<file path="src/rtl/core/anbs_pkg.sv">
// ----------------------------------------------------------------------------
// anbs_pkg
// Shared types, constants and helpers of the Annex B NAL unit splitter.
// ----------------------------------------------------------------------------
package anbs_pkg;

    // Byte and field widths.
    localparam int BYTE_W = 8;
    localparam int TYPE_W = 5;

    // The header byte carries the unit type in its low five bits.
    localparam logic [BYTE_W-1:0] NAL_TYPE_MASK = 8'h1F;

    // The default dropped unit type is the access unit delimiter.
    localparam logic [TYPE_W-1:0] DEFAULT_DROP_TYPE = 5'd9;

    // Configuration register indexes.
    localparam logic [7:0] REG_DROP_ENABLE = 8'd0;
    localparam logic [7:0] REG_DROP_TYPE   = 8'd1;

    // Start code bytes.
    localparam logic [BYTE_W-1:0] ZERO_BYTE = 8'h00;
    localparam logic [BYTE_W-1:0] ONE_BYTE  = 8'h01;

    // Results that one input byte can cause at most.
    localparam int MAX_RESULTS = 4;
    localparam int RES_IDX_W   = $clog2(MAX_RESULTS);
    localparam int RES_CNT_W   = $clog2(MAX_RESULTS + 1);

    // Output queue sizing.
    localparam int QUEUE_DEPTH = 8;
    localparam int QPTR_W      = $clog2(QUEUE_DEPTH);
    localparam int QCNT_W      = $clog2(QUEUE_DEPTH + 1);

    // Zero run codes of the holdback counter.
    localparam logic [1:0] HCNT_NONE  = 2'd0;
    localparam logic [1:0] HCNT_ONE   = 2'd1;
    localparam logic [1:0] HCNT_TWO   = 2'd2;
    localparam logic [1:0] HCNT_THREE = 2'd3;

    // One output beat.
    typedef struct packed {
        logic              last;
        logic              first;
        logic [TYPE_W-1:0] nal_type;
        logic [BYTE_W-1:0] data;
    } result_t;

    // Parser status, seen by the top level.
    typedef struct packed {
        logic inside_unit;
        logic awaiting_header;
    } parse_status_t;

    // Queue status, seen by the top level.
    typedef struct packed {
        logic              space_ok;
        logic [QCNT_W-1:0] level;
    } queue_status_t;

    // Builds one result beat.
    function automatic result_t make_result(
        input logic [BYTE_W-1:0] data,
        input logic [TYPE_W-1:0] nal_type,
        input logic              first,
        input logic              last
    );
        result_t r;
        r.data     = data;
        r.nal_type = nal_type;
        r.first    = first;
        r.last     = last;
        return r;
    endfunction

endpackage

</file>
<file path="src/rtl/core/anbs_parser.sv">
// ----------------------------------------------------------------------------
// anbs_parser
// Start code tracking, holdback of the last content byte and unit dropping.
// ----------------------------------------------------------------------------
module anbs_parser
    import anbs_pkg::*;
(
    input  logic                    clk,
    input  logic                    rst_n,
    input  logic                    cfg_write,
    input  logic [7:0]              cfg_index,
    input  logic [7:0]              cfg_data,
    input  logic                    item_accept,
    input  logic [BYTE_W-1:0]       item_byte,
    input  logic                    item_eos,
    output result_t                 res [MAX_RESULTS],
    output logic [RES_CNT_W-1:0]    res_count,
    output parse_status_t           status
);

    logic              drop_enable_reg;
    logic [TYPE_W-1:0] drop_type_reg;

    logic [BYTE_W-1:0] held_reg,   held_next;
    logic [1:0]        hcnt_reg,   hcnt_next;
    logic              inside_reg, inside_next;
    logic              await_reg,  await_next;
    logic              drop_reg,   drop_next;
    logic [TYPE_W-1:0] type_reg,   type_next;
    logic              first_reg,  first_next;
    logic [RES_CNT_W-1:0] n;

    // Configuration registers.
    always_ff @(posedge clk or negedge rst_n)
    begin
        if (!rst_n)
        begin
            drop_enable_reg <= 1'b1;
            drop_type_reg   <= DEFAULT_DROP_TYPE;
        end
        else if (cfg_write)
        begin
            if (cfg_index == REG_DROP_ENABLE)
                drop_enable_reg <= cfg_data[0];
            else if (cfg_index == REG_DROP_TYPE)
                drop_type_reg <= cfg_data[TYPE_W-1:0];
        end
    end

    // One byte of parsing: next state and the results it causes.
    always_comb
    begin
        held_next  = held_reg;
        hcnt_next  = hcnt_reg;
        inside_next = inside_reg;
        await_next = await_reg;
        drop_next  = drop_reg;
        type_next  = type_reg;
        first_next = first_reg;
        n          = '0;
        for (int i = 0; i < MAX_RESULTS; i++)
            res[i] = '0;

        if (item_accept)
        begin
            if (await_reg)
            begin
                // The byte after a start code is the unit header.
                await_next  = 1'b0;
                inside_next = 1'b1;
                type_next   = item_byte[TYPE_W-1:0] & NAL_TYPE_MASK[TYPE_W-1:0];
                drop_next   = drop_enable_reg &&
                              (item_byte[TYPE_W-1:0] == drop_type_reg);
                held_next   = item_byte;
                hcnt_next   = HCNT_ONE;
                first_next  = 1'b1;
            end
            else if (inside_reg)
            begin
                if (item_byte == ZERO_BYTE)
                begin
                    if (hcnt_reg == HCNT_THREE)
                    begin
                        // Third zero: the unit ends before the zero run.
                        if (!drop_reg)
                        begin
                            res[n[RES_IDX_W-1:0]] = make_result(held_reg, type_reg,
                                                                first_reg, 1'b1);
                            n = n + RES_CNT_W'(1);
                        end
                        inside_next = 1'b0;
                        drop_next   = 1'b0;
                        first_next  = 1'b0;
                        held_next   = ZERO_BYTE;
                        hcnt_next   = HCNT_TWO;
                    end
                    else
                    begin
                        hcnt_next = hcnt_reg + 2'd1;
                    end
                end
                else if (item_byte == ONE_BYTE && hcnt_reg == HCNT_THREE)
                begin
                    // Start code inside a unit closes it.
                    if (!drop_reg)
                    begin
                        res[n[RES_IDX_W-1:0]] = make_result(held_reg, type_reg,
                                                            first_reg, 1'b1);
                        n = n + RES_CNT_W'(1);
                    end
                    inside_next = 1'b0;
                    drop_next   = 1'b0;
                    first_next  = 1'b0;
                    held_next   = ZERO_BYTE;
                    hcnt_next   = HCNT_NONE;
                    await_next  = 1'b1;
                end
                else
                begin
                    // Content byte: release the held byte and its zeros.
                    if (!drop_reg)
                    begin
                        res[n[RES_IDX_W-1:0]] = make_result(held_reg, type_reg,
                                                            first_reg, 1'b0);
                        n = n + RES_CNT_W'(1);
                        if (hcnt_reg != HCNT_ONE)
                        begin
                            res[n[RES_IDX_W-1:0]] = make_result(ZERO_BYTE, type_reg,
                                                                1'b0, 1'b0);
                            n = n + RES_CNT_W'(1);
                        end
                        if (hcnt_reg == HCNT_THREE)
                        begin
                            res[n[RES_IDX_W-1:0]] = make_result(ZERO_BYTE, type_reg,
                                                                1'b0, 1'b0);
                            n = n + RES_CNT_W'(1);
                        end
                    end
                    first_next = 1'b0;
                    held_next  = item_byte;
                    hcnt_next  = HCNT_ONE;
                end
            end
            else
            begin
                // Hunting for a start code.
                if (item_byte == ZERO_BYTE)
                begin
                    if (hcnt_reg != HCNT_TWO && hcnt_reg != HCNT_THREE)
                        hcnt_next = hcnt_reg + 2'd1;
                end
                else if (item_byte == ONE_BYTE &&
                         (hcnt_reg == HCNT_TWO || hcnt_reg == HCNT_THREE))
                begin
                    hcnt_next  = HCNT_NONE;
                    await_next = 1'b1;
                end
                else
                begin
                    hcnt_next = HCNT_NONE;
                end
            end

            // End of stream closes the open unit and clears the state.
            if (item_eos)
            begin
                if (inside_next && !drop_next)
                begin
                    res[n[RES_IDX_W-1:0]] = make_result(held_next, type_next,
                                                        first_next, 1'b1);
                    n = n + RES_CNT_W'(1);
                end
                held_next   = ZERO_BYTE;
                hcnt_next   = HCNT_NONE;
                inside_next = 1'b0;
                await_next  = 1'b0;
                drop_next   = 1'b0;
                type_next   = '0;
                first_next  = 1'b0;
            end
        end
    end

    assign res_count = n;

    // Parser state registers.
    always_ff @(posedge clk or negedge rst_n)
    begin
        if (!rst_n)
        begin
            held_reg   <= ZERO_BYTE;
            hcnt_reg   <= HCNT_NONE;
            inside_reg <= 1'b0;
            await_reg  <= 1'b0;
            drop_reg   <= 1'b0;
            type_reg   <= '0;
            first_reg  <= 1'b0;
        end
        else
        begin
            held_reg   <= held_next;
            hcnt_reg   <= hcnt_next;
            inside_reg <= inside_next;
            await_reg  <= await_next;
            drop_reg   <= drop_next;
            type_reg   <= type_next;
            first_reg  <= first_next;
        end
    end

    assign status.inside_unit     = inside_reg;
    assign status.awaiting_header = await_reg;

endmodule

</file>
<file path="src/rtl/core/anbs_queue.sv">
// ----------------------------------------------------------------------------
// anbs_queue
// Result queue: takes up to four beats a cycle, gives one beat a cycle while head_ready is high.
// ----------------------------------------------------------------------------
module anbs_queue
    import anbs_pkg::*;
(
    input  logic                 clk,
    input  logic                 rst_n,
    input  result_t              push_res [MAX_RESULTS],
    input  logic [RES_CNT_W-1:0] push_count,
    output result_t              head,
    output logic                 head_valid,
    input  logic                 head_ready,
    output queue_status_t        status
);

    result_t             entry_reg [QUEUE_DEPTH];
    logic [QPTR_W-1:0]   wr_ptr_reg, wr_ptr_next;
    logic [QPTR_W-1:0]   rd_ptr_reg, rd_ptr_next;
    logic [QCNT_W-1:0]   count_reg,  count_next;
    logic                pop;

    assign pop        = head_valid && head_ready;
    assign head_valid = (count_reg != '0);
    assign head       = entry_reg[rd_ptr_reg];

    // Pointer and fill level update.
    always_comb
    begin
        wr_ptr_next = wr_ptr_reg + QPTR_W'(push_count);
        rd_ptr_next = rd_ptr_reg + QPTR_W'(pop);
        count_next  = count_reg + QCNT_W'(push_count) - QCNT_W'(pop);
    end

    always_ff @(posedge clk or negedge rst_n)
    begin
        if (!rst_n)
        begin
            wr_ptr_reg <= '0;
            rd_ptr_reg <= '0;
            count_reg  <= '0;
        end
        else
        begin
            wr_ptr_reg <= wr_ptr_next;
            rd_ptr_reg <= rd_ptr_next;
            count_reg  <= count_next;
        end
    end

    // Each entry picks its beat by its offset from the write pointer.
    always_ff @(posedge clk)
    begin
        for (int j = 0; j < QUEUE_DEPTH; j++)
        begin
            logic [QPTR_W-1:0] off;
            off = QPTR_W'(j) - wr_ptr_reg;
            if ({1'b0, off} < (QPTR_W+1)'(push_count))
                entry_reg[j] <= push_res[off[RES_IDX_W-1:0]];
        end
    end

    // Room for the largest burst that one byte can cause.
    assign status.space_ok = (count_reg <= QCNT_W'(QUEUE_DEPTH - MAX_RESULTS));
    assign status.level    = count_reg;

endmodule

</file>
<file path="src/rtl/core/annexb_nal_unit_splitter.sv">
// ----------------------------------------------------------------------------
// annexb_nal_unit_splitter
// Splits an Annex B byte stream into NAL unit bytes with type and flags.
// ----------------------------------------------------------------------------
// Result beats are written into the queue when the byte that causes them is
// accepted, and are offered on the master side in order from its head.
// Throughput: one byte per cycle; a byte releases up to four beats into an
// eight-entry queue, and the slave side stalls while more than four are queued.
// Reset: unit tracking is cleared, drop_enable resets to 1 and drop_type to 9.
module annexb_nal_unit_splitter
    import anbs_pkg::*;
(
    input  logic        clk,
    input  logic        rst_n,
    // Configuration write channel.
    input  logic        cfg_valid,
    output logic        cfg_ready,
    input  logic [7:0]  cfg_index,
    input  logic [7:0]  cfg_data,
    // Slave side.
    input  logic        s_tvalid,
    output logic        s_tready,
    input  logic [7:0]  s_tdata,    // [7:0] in_byte
    input  logic        s_tlast,    // end_of_stream
    // Master side.
    output logic        m_tvalid,
    input  logic        m_tready,
    output logic [7:0]  m_tdata,    // [7:0] out_byte
    output logic [5:0]  m_tuser,    // [4:0] nal_type, [5] nal_first
    output logic        m_tlast     // nal_last
);

    result_t              res [MAX_RESULTS];
    logic [RES_CNT_W-1:0] res_count;
    parse_status_t        pstat;
    queue_status_t        qstat;
    result_t              head;
    logic                 item_accept;

    // Configuration is always taken.
    assign cfg_ready   = 1'b1;
    assign s_tready    = qstat.space_ok;
    assign item_accept = s_tvalid && s_tready;

    anbs_parser u_parser (
        .clk         (clk),
        .rst_n       (rst_n),
        .cfg_write   (cfg_valid && cfg_ready),
        .cfg_index   (cfg_index),
        .cfg_data    (cfg_data),
        .item_accept (item_accept),
        .item_byte   (s_tdata),
        .item_eos    (s_tlast),
        .res         (res),
        .res_count   (res_count),
        .status      (pstat)
    );

    anbs_queue u_queue (
        .clk        (clk),
        .rst_n      (rst_n),
        .push_res   (res),
        .push_count (res_count),
        .head       (head),
        .head_valid (m_tvalid),
        .head_ready (m_tready),
        .status     (qstat)
    );

    // Output beat fields.
    assign m_tdata = head.data;
    assign m_tuser = {head.first, head.nal_type};
    assign m_tlast = head.last;

`ifndef SYNTHESIS
    // The queue never holds more beats than it has entries.
    assert property (@(posedge clk) disable iff (!rst_n)
        qstat.level <= QCNT_W'(QUEUE_DEPTH))
        else $error("result queue overflow");

    // A byte is taken only while the queue has room for a full burst.
    assert property (@(posedge clk) disable iff (!rst_n)
        item_accept |-> qstat.level <= QCNT_W'(QUEUE_DEPTH - MAX_RESULTS))
        else $error("byte accepted without queue room");

    // End of stream leaves no open unit and no pending header.
    assert property (@(posedge clk) disable iff (!rst_n)
        (item_accept && s_tlast) |=> (!pstat.inside_unit && !pstat.awaiting_header))
        else $error("state not cleared after end of stream");

    // A unit cannot be open while its header is still awaited.
    assert property (@(posedge clk) disable iff (!rst_n)
        !(pstat.inside_unit && pstat.awaiting_header))
        else $error("inside unit while awaiting header");
`endif

endmodule

</file>
<file path="config.mk">
export PLATFORM = sky130hd
export DESIGN_NAME = annexb_nal_unit_splitter
export DESIGN_NICKNAME = d
export VERILOG_FILES = /design/src/rtl/core/anbs_pkg.sv /design/src/rtl/core/anbs_parser.sv /design/src/rtl/core/anbs_queue.sv /design/src/rtl/core/annexb_nal_unit_splitter.sv
export SDC_FILE = /design/constraint.sdc
export NUM_CORES = 1
export LEC_CHECK = 0
export BUFFER_PORTS_ARGS = -buffer_cell sky130_fd_sc_hd__buf_2
export CAP_MARGIN = 40
export CORE_MARGIN = 2
export CORE_UTILIZATION = 40
export DETAILED_ROUTE_END_ITERATION = 10
export PLACE_DENSITY = 0.58
export SKIP_CTS_REPAIR_TIMING = 1
export SYNTH_ARGS = -nofsm -noshare
export SYNTH_HDL_FRONTEND = slang
export SYNTH_SLANG_ARGS = --single-unit
</file>
<file path="constraint.sdc">
create_clock -name clk -period 4.15 [get_ports clk]
set_clock_uncertainty 0.15 [all_clocks]
set_input_delay 0.2075 -clock clk [delete_from_list [all_inputs] [get_ports clk]]
set_output_delay 0.2075 -clock clk [all_outputs]
set_load 0.1 [all_outputs]
</file>
==> impl_results.md, run 1 <==
* Port Buffers at 43
* Hold WS at 0.0618 ns
* Tot GR Track Use at approximately 20%
* Slowest-stage cell, CP: ha_1
* Crit path time final at 3.70 ns
* Detail Route Antenna Nets at 0
* Final setup violating endpoints at 0
* Hold Crit Class: primary input to register
* Dpl hpwl at 14,700 um
* Netlist cell types at 59
* Crit path required time at between 4 and 5 ns
* Synth-to-Final Area Change at 16.4%
* Final period util at about nine tenths
* Routed len/inst at approximately 22 um
* R2R depth at 12
* Worst Path Class, Setup: register to register
* Most frequent cell after synthesis: edfxtp_1
* WL final at approximately 21,000 um
* Delay of the slowest critical-path stage at 0.45 ns
* Slew at the pin closest to its max-slew limit at ~0.94 ns
* Post-synthesis cell area at 8370 um^2
* Vias post-DR at ~5,800
* Core area at 20,400 um^2
* Met1 wire length at ~9700 um
* Fraction of the yosys area taken by sequential cells at around 54%
* FMAX at about 270 MHz
* Most frequent CP cell: nand2_1
* DR pass1 iterations at 5
* Met2 WL post-DR at roughly 10000 um
* Synth top area cells: edfxtp_1 (43%), dfrtp_1 (9.6%), mux4_2 (8.1%), a22o_1 (5.0%), ha_1 (4.6%)
* Initial antenna violation count at 0
* Crit path max fanout at 15
* Finished Layout Cells at a little under 1,000
* Top cells by count, synth: edfxtp_1 (120), a22o_1 (48), nand2_1 (44)
* Synth warn at 0
* Total grt overflow at 0
* Relative slew slack at around 37%
* Synth Instances at ~650
* Setup ws final at between 0.4 and 0.5 ns
* Clk root buf: clkbuf_16
* Max clock buf depth at 2
* Share of flip-flops with an asynchronous set or reset at 22.6%
* Die X at approximately 150 um
* Proportion of layout cells with a drive suffix above 1 at 23.7%
* First-pass GRT wire length at 33,300 um
* Nets@finish at around 760
* Yosys top cell by area: edfxtp_1
* Initial detailed-routing violation count at 404
* Nature of the critical path endpoint: register
* Post-Synthesis Net Count at 712
* Place WS at roughly 0.29 ns
* Mapped Avg Cell Area at 12.9 um^2
* Largest register FFs at 120
* Clock transition at the registers of the reported paths at around 0.070 ns
* DRC at 0
* Met3 Routed Length at 1040 um
* RSZ-0062 raised after global routing: no
* Max Slew Vio Count at 0
* Main synth FF type: edfxtp_1
* Die area at between 20,000 and 25,000 um^2
* CTS tree: yes
* CP Launch Type: register
* Largest net degree at the start of global routing at 36
* Synth Register Bits at roughly 160
* Vias in the first global route at a little under 6,000
* Post-synth EDFFs at 120
* # diodes at 0
* Worst skew pair latency at between 0.4 and 0.5 ns
* CP cell instances: ha_1 -> nand2_1 -> o311ai_4 -> o31a_4 -> o211a_2 -> nand2_1 -> o21ai_0 -> nand2_1 -> ha_1 -> a21o_1 -> a21oi_1 -> buf_12
* Status: finished, final reports clean
* Hold Path Stages at 2
* Row cnt at 52
* DR top layer: met4
* IO Pins at 48
* Top-area cell type share of the netlist area at 43.0%
* CTS Buf Count at 17
* Vias per Instance at 5.85
* Aggregate negative setup slack at 0 ns
* Final Hold Viols at 0
* H-Tree Depth at 4
* Gpl congestion at slightly below 0.9
* WP data arrival at roughly 3.7 ns
* Starting Density at a little over 40%
* CTS sink count at roughly 160
* MaxCap Viol Count at 0
* Die H at roughly 150 um
* DP Cell Count at about 940
==> logic make-up after synthesis <==
group	share of synthesized area, %
other	0.0448
AO/OA/AOI/OAI	14.3
adder cells (fa/ha/maj)	5.11
flip-flops	53.5
multiplexers	14.1
XOR/XNOR	1.57
AND/OR/NAND/NOR	7.94
buffers and inverters	3.44
==> final cells by class <==
class                           count  area [um^2]
Clock buffer                       17          425
Clock inverter                     15          171
Fill cell                        1808        10600
Inverter                           28          105
Multi-Input combinational cell    421         3600
Sequential cell                   155         4480
Tap cell                          270          338
Timing Repair Buffer               77          621
==> placed cells by master, fill, tap and decap left out, types with 7 or more instances in the layout <==
master	netlist	routed
buf_2	2	43
o21ai_0	18	18
and3_1	9	9
a31oi_1	16	16
nor3_1	8	8
xor2_1	7	7
dfrtp_1	32	31
mux2_2	25	25
dlygate4sd3_1	0	7
a21o_1	14	14
a21oi_1	21	21
nand3_1	14	14
edfxtp_1	120	120
nor2_1	28	28
a22o_1	48	48
buf_12	0	9
nor4_1	7	7
ha_1	31	31
buf_4	1	17
clkbuf_16	0	17
mux4_2	30	30
mux2i_1	22	22
nand2_1	44	44
inv_1	27	27
a311oi_1	7	7
xnor2_1	8	8
==> stage by stage <==
step,utilization (%),area (um^2)
2_1_floorplan,-,8370
5_1_grt,47.9,9750
3_5_place_dp,44.6,9080
4_1_cts,47.5,9680
6_report,47.9,9750
3_3_place_gp,44.3,9030
==> path summary, 6_finish.rpt <==
check | from | endpoint | slack [ns]
max in group asynchronous | rst_n | u_queue.rd_ptr_reg[0]$_DFF_PN0_ | 2.99
setup reg to reg | u_parser.hcnt_reg[0]$_DFFE_PN0P_ | u_queue.entry_reg[4][14]$_DFFE_PN_ | 0.45
min in group asynchronous | rst_n | u_parser.drop_type_reg[2]$_DFFE_PN0P_ | 0.27
setup / recovery | u_parser.hcnt_reg[0]$_DFFE_PN0P_ | u_queue.entry_reg[4][14]$_DFFE_PN_ | 0.45
hold reg to reg | u_parser.drop_type_reg[4]$_DFFE_PN0P_ | u_parser.drop_type_reg[4]$_DFFE_PN0P_ | 0.39
hold / removal | s_tdata[0] | u_parser.type_reg[0]$_DFFE_PN0P_ | 0.06
==> routing by layer <==
layer / GRT usage [%] / vias up
met4: 7.00 / 0
met5: 0 / -
met2: 32.0 / 195
li1: - / 2640
met1: 28.1 / 2881
met3: 2.85 / 34
==> worst max-delay path: cells and delay by family (launching register included) <==
| family | cells | cell delay [ns] |
|---|---|---|
| simple gates | 3 | 0.48 |
| flops | 1 | 0.42 |
| buf+inv | 1 | 0.21 |
| compound gates | 6 | 1.29 |
| fa+ha+maj | 2 | 0.84 |
Power of run 1 is left out: the tool's default activity adds up to more than one toggle a clock period on the data nets, which glitch-free logic cannot reach.
==> run 2: changes to the inputs <==
==> constraint.sdc (replaced) <==
create_clock -name clk -period 4.5 [get_ports clk]
set_clock_uncertainty 0.15 [all_clocks]
set_input_delay 0.225 -clock clk [delete_from_list [all_inputs] [get_ports clk]]
set_output_delay 0.225 -clock clk [all_outputs]
set_load 0.1 [all_outputs]
==> run 2 against run 1 <==
Wire length up 2.3%. Critical endpoint is now u_queue.entry_reg[7][3]$_DFFE_PN_. Largest cell class unchanged. Worst hold slack got worse by 0.045 ns. Cell count fell by 0.10%.
==> impl_results.md, run 2 (synthesis gave the netlist of run 1 again) <==
* Hold Crit Class: primary input to register
* WP data arrival at 3.88 ns
* First-pass GRT wire length at 34,300 um
* MaxCap Viol Count at 0
* CP Launch Type: register
* Clock transition at the registers of the reported paths at about 0.07 ns
* Final setup violating endpoints at 0
* Hold Path Stages at 3
* Proportion of layout cells with a drive suffix above 1 at between 20% and 30%
* RSZ-0062 raised after global routing: no
* Die area at about 22,000 um^2
* Slew at the pin closest to its max-slew limit at ~0.83 ns
* Vias post-DR at 5,768
* Nets@finish at 762
* Final Hold Viols at 0
* Max clock buf depth at 2
* Setup ws final at between 0.5 and 0.6 ns
* Place WS at a little under 0.6 ns
* Clk root buf: clkbuf_16
* Initial detailed-routing violation count at 480
* Initial antenna violation count at 0
* Final period util at 87.3%
* Core area at a little over 20,000 um^2
* Status: finished, final reports clean
* Crit path time final at roughly 4 ns
* Commonest non-fill, non-tap cells in the layout: edfxtp_1 (120), a22o_1 (48), nand2_1 (44), buf_2 (43)
* Largest register FFs at 120
* Port Buffers at between 40 and 50
* DR pass1 iterations at 5
* Aggregate negative setup slack at 0 ns
* Worst skew pair latency at between 0.4 and 0.5 ns
* Vias in the first global route at 5,829
* Commonest non-fill, non-tap cell in the layout: edfxtp_1
* Max Slew Vio Count at 0
* Dpl hpwl at ~15,000 um
* FMAX at between 200 and 300 MHz
* Largest net degree at the start of global routing at 36
* CTS tree: yes
* Total grt overflow at 0
* DRC at 0
* Crit path max fanout at 15
* IO Pins at between 40 and 50
* Gpl congestion at 0.895
* CTS Buf Count at 17
* Vias per Instance at roughly 5.9
* Nature of the critical path endpoint: register
* Crit path required time at approximately 4.5 ns
* Routed len/inst at between 20 and 25 um
* Relative slew slack at 44.6%
* WL final at 21,700 um
* CTS sink count at 155
* Worst Path Class, Setup: register to register
* R2R depth at 9
* H-Tree Depth at 4
* Detail Route Antenna Nets at 0
* Row cnt at 52
* Die X at between 100 and 150 um
* Die H at 149 um
* Synth-to-Final Area Change at 15.0%
* Tot GR Track Use at roughly a fifth
* Starting Density at 41.1%
* # diodes at 0
run 2: changes by cell type in the layout (fill, tap and decap cells not counted), sizes merged:
cell           previous run  this run
clkinv                    5         3
buf                      70        69
clkdlybuf4s18             0         1
clkinvlp                  2         3
dlygate4sd3               7         6
inv                      36        37
run 2: final timing paths:
check	startpoint	to	slack (ns)
setup / recovery	u_parser.hcnt_reg[0]$_DFFE_PN0P_	u_queue.entry_reg[7][3]$_DFFE_PN_	0.57
setup reg to reg	u_parser.hcnt_reg[0]$_DFFE_PN0P_	u_queue.entry_reg[7][3]$_DFFE_PN_	0.57
hold / removal	cfg_index[0]	u_parser.drop_enable_reg$_DFFE_PN1P_	0.02
hold reg to reg	u_parser.drop_type_reg[1]$_DFFE_PN0P_	u_parser.drop_type_reg[1]$_DFFE_PN0P_	0.38
min in group asynchronous	rst_n	u_parser.inside_reg$_DFFE_PN0P_	0.28
max in group asynchronous	rst_n	u_queue.rd_ptr_reg[0]$_DFF_PN0_	3.34
run 2: layout make-up:
| class | instances | area (um^2) |
|---|---|---|
| Fill cell | 1791 | 10700 |
| Sequential cell | 155 | 4480 |
| Inverter | 28 | 105 |
| Clock buffer | 17 | 425 |
| Timing Repair Buffer | 76 | 520 |
| Clock inverter | 15 | 150 |
| Multi-Input combinational cell | 421 | 3600 |
| Tap cell | 270 | 338 |
run 2: worst max-delay path, stage by stage (launching register included):
cell	delay [ns]
dfrtp_1	0.43
ha_1	0.39
nor2b_1	0.24
o31a_1	0.41
nand2_1	0.34
nor2_1	0.37
nand2_1	0.36
ha_1	0.44
a21oi_1	0.15
buf_4	0.30
run 2: through the flow:
step / hold slack [ns] / std cells / cell area [um^2] / utilization (%)
2_1_floorplan: -0.221 / 649 / 8370 / -
3_3_place_gp: 0.208 / 939 / 8910 / 43.7
3_5_place_dp: 0.230 / 944 / 8990 / 44.1
4_1_cts: -0.237 / 976 / 9560 / 47.0
5_1_grt: 0.00893 / 982 / 9620 / 47.3
6_report: 0.0170 / 982 / 9620 / 47.3
run 2: per-layer routing:
layer / track usage [%] / share of wire (%) / vias up
met5: 0 / 0 / -
met3: 3.90 / 5.6 / 32
met4: 6.00 / 1.7 / 0
met1: 28.9 / 45 / 2878
met2: 33.0 / 47 / 222
li1: - / - / 2636
Power of run 2 is left out for the same reason.
==> run 3: changes to the inputs <==
--- a/config.mk
+++ b/config.mk
@@ -11,6 +11,7 @@
 export CORE_UTILIZATION = 40
 export DETAILED_ROUTE_END_ITERATION = 10
 export PLACE_DENSITY = 0.58
+export REMOVE_ABC_BUFFERS = 1
 export SKIP_CTS_REPAIR_TIMING = 1
 export SYNTH_ARGS = -nofsm -noshare
 export SYNTH_HDL_FRONTEND = slang
==> run 3 against run 2 <==
Critical path depth rose by 3. Non-clock buffer count increased by 4. Register-to-register slack improved by 0.27 ns. Highest routed layer unchanged.
==> impl_results.md, run 3 (synthesis gave the netlist of run 1 again) <==
* Status: finished, final reports clean
* Vias per Instance at a little under 6
* Crit path time final at approximately 3.7 ns
* H-Tree Depth at 4
* MaxCap Viol Count at 0
* Commonest non-fill, non-tap cells in the layout: edfxtp_1 (120), a22o_1 (48), buf_2 (45), nand2_1 (44)
* Die area at around 22,000 um^2
* Detail Route Antenna Nets at 0
* Initial antenna violation count at 0
* Final period util at around four fifths
* RSZ-0062 raised after global routing: no
* Clock transition at the registers of the reported paths at approximately 0.060 ns
* Crit path max fanout at 15
* Starting Density at 41.1%
* Synth-to-Final Area Change at 15.4%
* Vias in the first global route at 5,805
* Dpl hpwl at around 15,000 um
* Gpl congestion at between 0.8 and 0.9
* Worst Path Class, Setup: register to register
* WL final at between 20,000 and 25,000 um
* Tot GR Track Use at between 10% and 20%
* CTS Buf Count at 17
* Vias post-DR at approximately 5,700
* Nature of the critical path endpoint: register
* Proportion of layout cells with a drive suffix above 1 at roughly a quarter
* Slew at the pin closest to its max-slew limit at a little over 0.9 ns
* WP data arrival at 3.61 ns
* Final setup violating endpoints at 0
* CTS tree: yes
* Largest net degree at the start of global routing at 30
* Core area at a little over 20,000 um^2
* Crit path required time at roughly 4.5 ns
* Port Buffers at between 40 and 50
* Aggregate negative setup slack at 0 ns
* Initial detailed-routing violation count at 439
* FMAX at 273 MHz
* Die X at about 150 um
* DR pass1 iterations at 5
* # diodes at 0
* Max Slew Vio Count at 0
* Routed len/inst at around 21 um
* Final Hold Viols at 0
* Worst skew pair latency at between 0.4 and 0.5 ns
* Commonest non-fill, non-tap cell in the layout: edfxtp_1
* Max clock buf depth at 2
* Nets@finish at 766
* Largest register FFs at 120
* DRC at 0
* CP Launch Type: register
* Total grt overflow at 0
* Clk root buf: clkbuf_16
* IO Pins at 48
* CTS sink count at 155
* First-pass GRT wire length at 32,700 um
* # fillers at around 1,800
* R2R depth at 12
* Hold Crit Class: primary input to asynchronous set/reset pin
* Relative slew slack at around two fifths
* Row cnt at 52
* Die H at roughly 150 um
[run 3: area by class of cell]
| cell class | instances | area (um^2) | share of cell area, % |
|---|---|---|---|
| Clock inverter | 15 | 175 | 1.81 |
| Inverter | 28 | 105 | 1.09 |
| Timing Repair Buffer | 80 | 536 | 5.54 |
| Sequential cell | 155 | 4480 | 46.4 |
| Multi-Input combinational cell | 421 | 3600 | 37.3 |
| Clock buffer | 17 | 425 | 4.40 |
| Tap cell | 270 | 338 | 3.50 |
[run 3: layer usage]
metal	vias to the layer above	global-route usage, %	share of wire, %
met5	-	0	0
met4	0	5.57	1.4
met3	25	3.77	5.5
met2	219	32.2	49
met1	2838	27.1	44
li1	2635	-	-
[run 3: per-stage QoR]
step	hold WS, ns	setup WS, ns	cell area (um^2)	cells	utilization, %
floorplan	-0.221	0.529	8190	604	-
CTS	-0.528	0.870	9600	980	47.2
global placement	0.232	0.712	8930	942	43.9
detailed placement	-0.0671	0.738	9000	948	44.2
global route	0.0124	0.611	9660	986	47.5
finish	0.0138	0.842	9660	986	47.5
[run 3: path summary, 6_finish.rpt]
path / endpoint / slack, ns / start
max in group asynchronous: u_parser.drop_enable_reg$_DFFE_PN1P_ / 3.69 / rst_n
min in group clk: u_parser.drop_enable_reg$_DFFE_PN1P_ / 0.02 / cfg_index[0]
worst max-delay path: u_queue.entry_reg[3][12]$_DFFE_PN_ / 0.84 / u_parser.hcnt_reg[0]$_DFFE_PN0P_
worst min register to register: u_parser.first_reg$_DFFE_PN0P_ / 0.36 / u_parser.first_reg$_DFFE_PN0P_
worst max register to register: u_queue.entry_reg[3][12]$_DFFE_PN_ / 0.84 / u_parser.hcnt_reg[0]$_DFFE_PN0P_
worst min-delay path: u_parser.type_reg[2]$_DFFE_PN0P_ / 0.01 / rst_n
[run 3: worst max-delay path, stage by stage, from the launching register on]
cell and delay [ns]:
dfrtp_1 0.44, ha_1 0.45, nand2_1 0.18, o311ai_4 0.25
o31a_4 0.23, o211a_2 0.28, nand2_1 0.07, o21ai_0 0.07
nand2_1 0.20, ha_1 0.36, a21o_1 0.18, a21oi_1 0.14
buf_4 0.31
Power of run 3 is left out for the same reason.
